<file path="src/rtl/arsb_pkg.sv">
package arsb_pkg;

  localparam int COEF_BITS = 16;
  localparam int COEF_W = COEF_BITS + 1;
  localparam logic [COEF_W-1:0] COEF_ONE = COEF_W'(1) << COEF_BITS;

  localparam int CFG_DATA_W = 17;
  localparam int CFG_INDEX_W = 2;
  localparam int COUNT_FIELD_W = 9;
  localparam int CH_OUT_W = 8;

  localparam logic [CFG_INDEX_W-1:0] REG_CHANNEL_COUNT = 2'd0;
  localparam logic [CFG_INDEX_W-1:0] REG_RISE_COEFF = 2'd1;
  localparam logic [CFG_INDEX_W-1:0] REG_DECAY_COEFF = 2'd2;

  localparam int RESET_CHANNEL_COUNT = 256;
  localparam logic [COEF_W-1:0] RESET_RISE_COEFF = 17'd32768;
  localparam logic [COEF_W-1:0] RESET_DECAY_COEFF = 17'd4096;

endpackage

</file>
<file path="src/rtl/arsb_update.sv">
module arsb_update #(
  parameter int SAMPLE_BITS = 24,
  parameter int FRAC_BITS = 16
) (
  input  logic signed [SAMPLE_BITS-1:0] sample,
  input  logic signed [SAMPLE_BITS+FRAC_BITS-1:0] value,
  input  logic [arsb_pkg::COEF_W-1:0] rise_coeff,
  input  logic [arsb_pkg::COEF_W-1:0] decay_coeff,
  output logic signed [SAMPLE_BITS+FRAC_BITS-1:0] value_next
);

  localparam int VW = SAMPLE_BITS + FRAC_BITS;
  localparam int PW = VW + 1 + arsb_pkg::COEF_W + 1;

  logic signed [VW-1:0] x;
  logic signed [VW:0] d;
  logic [arsb_pkg::COEF_W-1:0] coeff;
  logic signed [PW-1:0] prod;
  logic signed [PW-1:0] step;

  always_comb begin
    x = {sample, {FRAC_BITS{1'b0}}};
    d = $signed({x[VW-1], x}) - $signed({value[VW-1], value});
    coeff = (!d[VW] && (d != '0)) ? rise_coeff : decay_coeff;
    prod = d * $signed({1'b0, coeff});
    step = prod >>> arsb_pkg::COEF_BITS;
    value_next = value + $signed(step[VW-1:0]);
  end

endmodule
</file>
<file path="config.mk">
export PLATFORM = sky130hd
export DESIGN_NAME = arsb_update
export DESIGN_NICKNAME = d
export VERILOG_FILES = /design/src/rtl/arsb_pkg.sv /design/src/rtl/arsb_update.sv
export SDC_FILE = /design/constraint.sdc
export NUM_CORES = 2
export LEC_CHECK = 0
export BUFFER_PORTS_ARGS = -buffer_cell sky130_fd_sc_hd__buf_2
export CORE_ASPECT_RATIO = 1.75
export CORE_MARGIN = 4
export CORE_UTILIZATION = 30
export DETAILED_ROUTE_END_ITERATION = 16
export PLACE_DENSITY_LB_ADDON = 0.3
export SYNTH_ARGS = -nofsm -noshare
export SYNTH_HDL_FRONTEND = slang
export SYNTH_SLANG_ARGS = --single-unit
</file>
<file path="constraint.sdc">
create_clock -name vclk -period 32.5
set_clock_uncertainty 0.1 [all_clocks]
set_input_delay 1.625 -clock vclk [all_inputs]
set_output_delay 1.625 -clock vclk [all_outputs]
set_load 0.05 [all_outputs]
</file>
==> results.toml <==
[place]
hpwlAfterDp_um = 78100
port_buffers = 138
place_congestion = 0.883

[outcome]
status = "finished, final reports clean"

[synth]
yosysUniqueCellTypes = 79
ys_warn_count = 0
syn-cell-area_mm2 = 0.0264
synth.most_common_cell = "inv_1"
synth_cells = 3159
syn_nets = 4084
synth_top_area_share = 0.481
synth_largest_area_cell = "fa_1"
ys_top_cells_by_area = "fa_1, inv_1, ha_1"
ys_top_cells_by_count = "inv_1, fa_1, nand2_1"
ys_seq_area_frac = 0
avgSynthCellArea_um2 = 8.36

[die]
die_h_um = 401
die_w_um = 232
num_rows = 143
dieArea_mm2 = 0.0930
core_mm2 = 0.0871
ios = 138
start_util = 0.303

[timing]
period_minus_slack_ns = 18.86
setup_viol_count_final = 0
fin_hold_ws_ns = 3.70
slew_headroom = 0.201
final_hold_viol_count = 0
tns_ns = 0
final_max_slew_viol_count = 0
max_slew.worst_pin.slew_ns = 1.19
clock.fmax_mhz = 53.0
final.period_utilization = 0.580
rsz0062_at_grt = "false"

[flow_run]
max_cap_viol_count = 0

[global_routing]
antenna_found_initial = 0
grtUsageTotal = 0.198
grt_busiest_layer = "met2"
grt_pass1_vias = 23678
grt_util_met2 = 0.387
grt-ovfl-total = 0
grt_pass1_wl_um = 140000
use_met3 = 0.0133
grt_max_degree = 40
grt_use_met1 = 0.201

[final_layout]
ff_latch_area_um2 = 0
nClkBuffers = 0
diodes = 0
synthToLayoutAreaGrowth_pct = 8.14
finish.utilization = 0.328
seq_cell_count = 0
drive_above_1_share = 0.0773
nets = 4172

[critical_path]
crit_required_ns = 30.77
worstSetupStartpointType = "input pin"
crit_top_cell = "fa_1"
critPathCaptureType = "output pin"
crit_type = "input pin to output pin"
critical-path-slowest-cell = "or4_1"
path_max_fanout = 26
max_stage_delay_ns = 0.72
arrival_ns = 17.13

[hold_path]
min_path_type = "input pin to output pin"

[detailed_routing]
via_per_inst = 4.92
antenna_left = 0
vias = 21658
drt_first_pass_iters = 5
drcViolationCount = 0
drtIter0Drc = 1185
totalWireLength_um = 92400
routedWlPerCell_um = 21.0

[clocking]
ctsResizeCount = 0
post_cts_buffers = 0
postCtsHoldBufs = 0
placed cells by master (no fill, tap or decap), types with 7 or more instances in the layout:
cell type,count
mux2_2,12
nor2_1,285
and2_1,59
fa_1,635
buf_4,61
nor2b_1,40
a21oi_1,92
ha_1,192
o21bai_1,17
nand2_1,439
xnor2_1,85
a221oi_1,7
mux2i_1,8
a21o_1,39
nand2b_1,17
and3_1,7
nand3_1,25
o21ai_0,61
a211oi_1,11
xor2_1,42
nor4_1,8
nor3_1,32
nand4_1,10
buf_2,138
o31ai_1,8
o21a_1,26
inv_1,778
cell families after synthesis:
| group | after synthesis | share of synthesized area |
|---|---|---|
| compound gates | 319 | 0.0798 |
| xor+xnor | 138 | 0.0463 |
| fa+ha+maj | 827 | 0.572 |
| buf+inv | 892 | 0.132 |
| mux | 28 | 0.0120 |
| simple gates | 955 | 0.157 |
path summary, 6_finish.rpt:
check / from / to / slack [ns] / cells past startpoint
hold / removal: value[38] / value_next[38] / 3.70 / 4
setup / recovery: value[13] / value_next[39] / 13.64 / 46
cell type report:
cell class                 instances  area (um2)
multi-input combinational       2267       23000
inverter                         779        2920
fill                            9368       58600
tap                             1160        1450
timing repair buffer             199        1150
per-layer routing:
| metal | part of all wire | vias to the layer above |
|---|---|---|
| met3 | 0.041 | 280 |
| met1 | 0.32 | 11088 |
| met4 | 0.082 | 0 |
| met5 | 0 | - |
| li1 | - | 9580 |
| met2 | 0.56 | 710 |
through the flow:
stage	std cells	setup WS, ns	cell area, um2
after detailed placement	4405	13.58	28600
after CTS	4405	13.54	28600
final	4405	13.64	28600
after floorplan	3159	16.73	26400
after global routing	4405	12.69	28600
after global placement	4405	13.71	28600
worst max-delay path: cells and delay by family:
kind	cells	cell delay, ns
xor+xnor	2	0.64
fa+ha+maj	8	3.81
simple gates	10	3.70
mux	1	0.56
compound gates	17	5.18
buf+inv	8	1.56
Power is not shown: default switching activity piles up to over one toggle a cycle in this logic, so the estimate is an artifact.
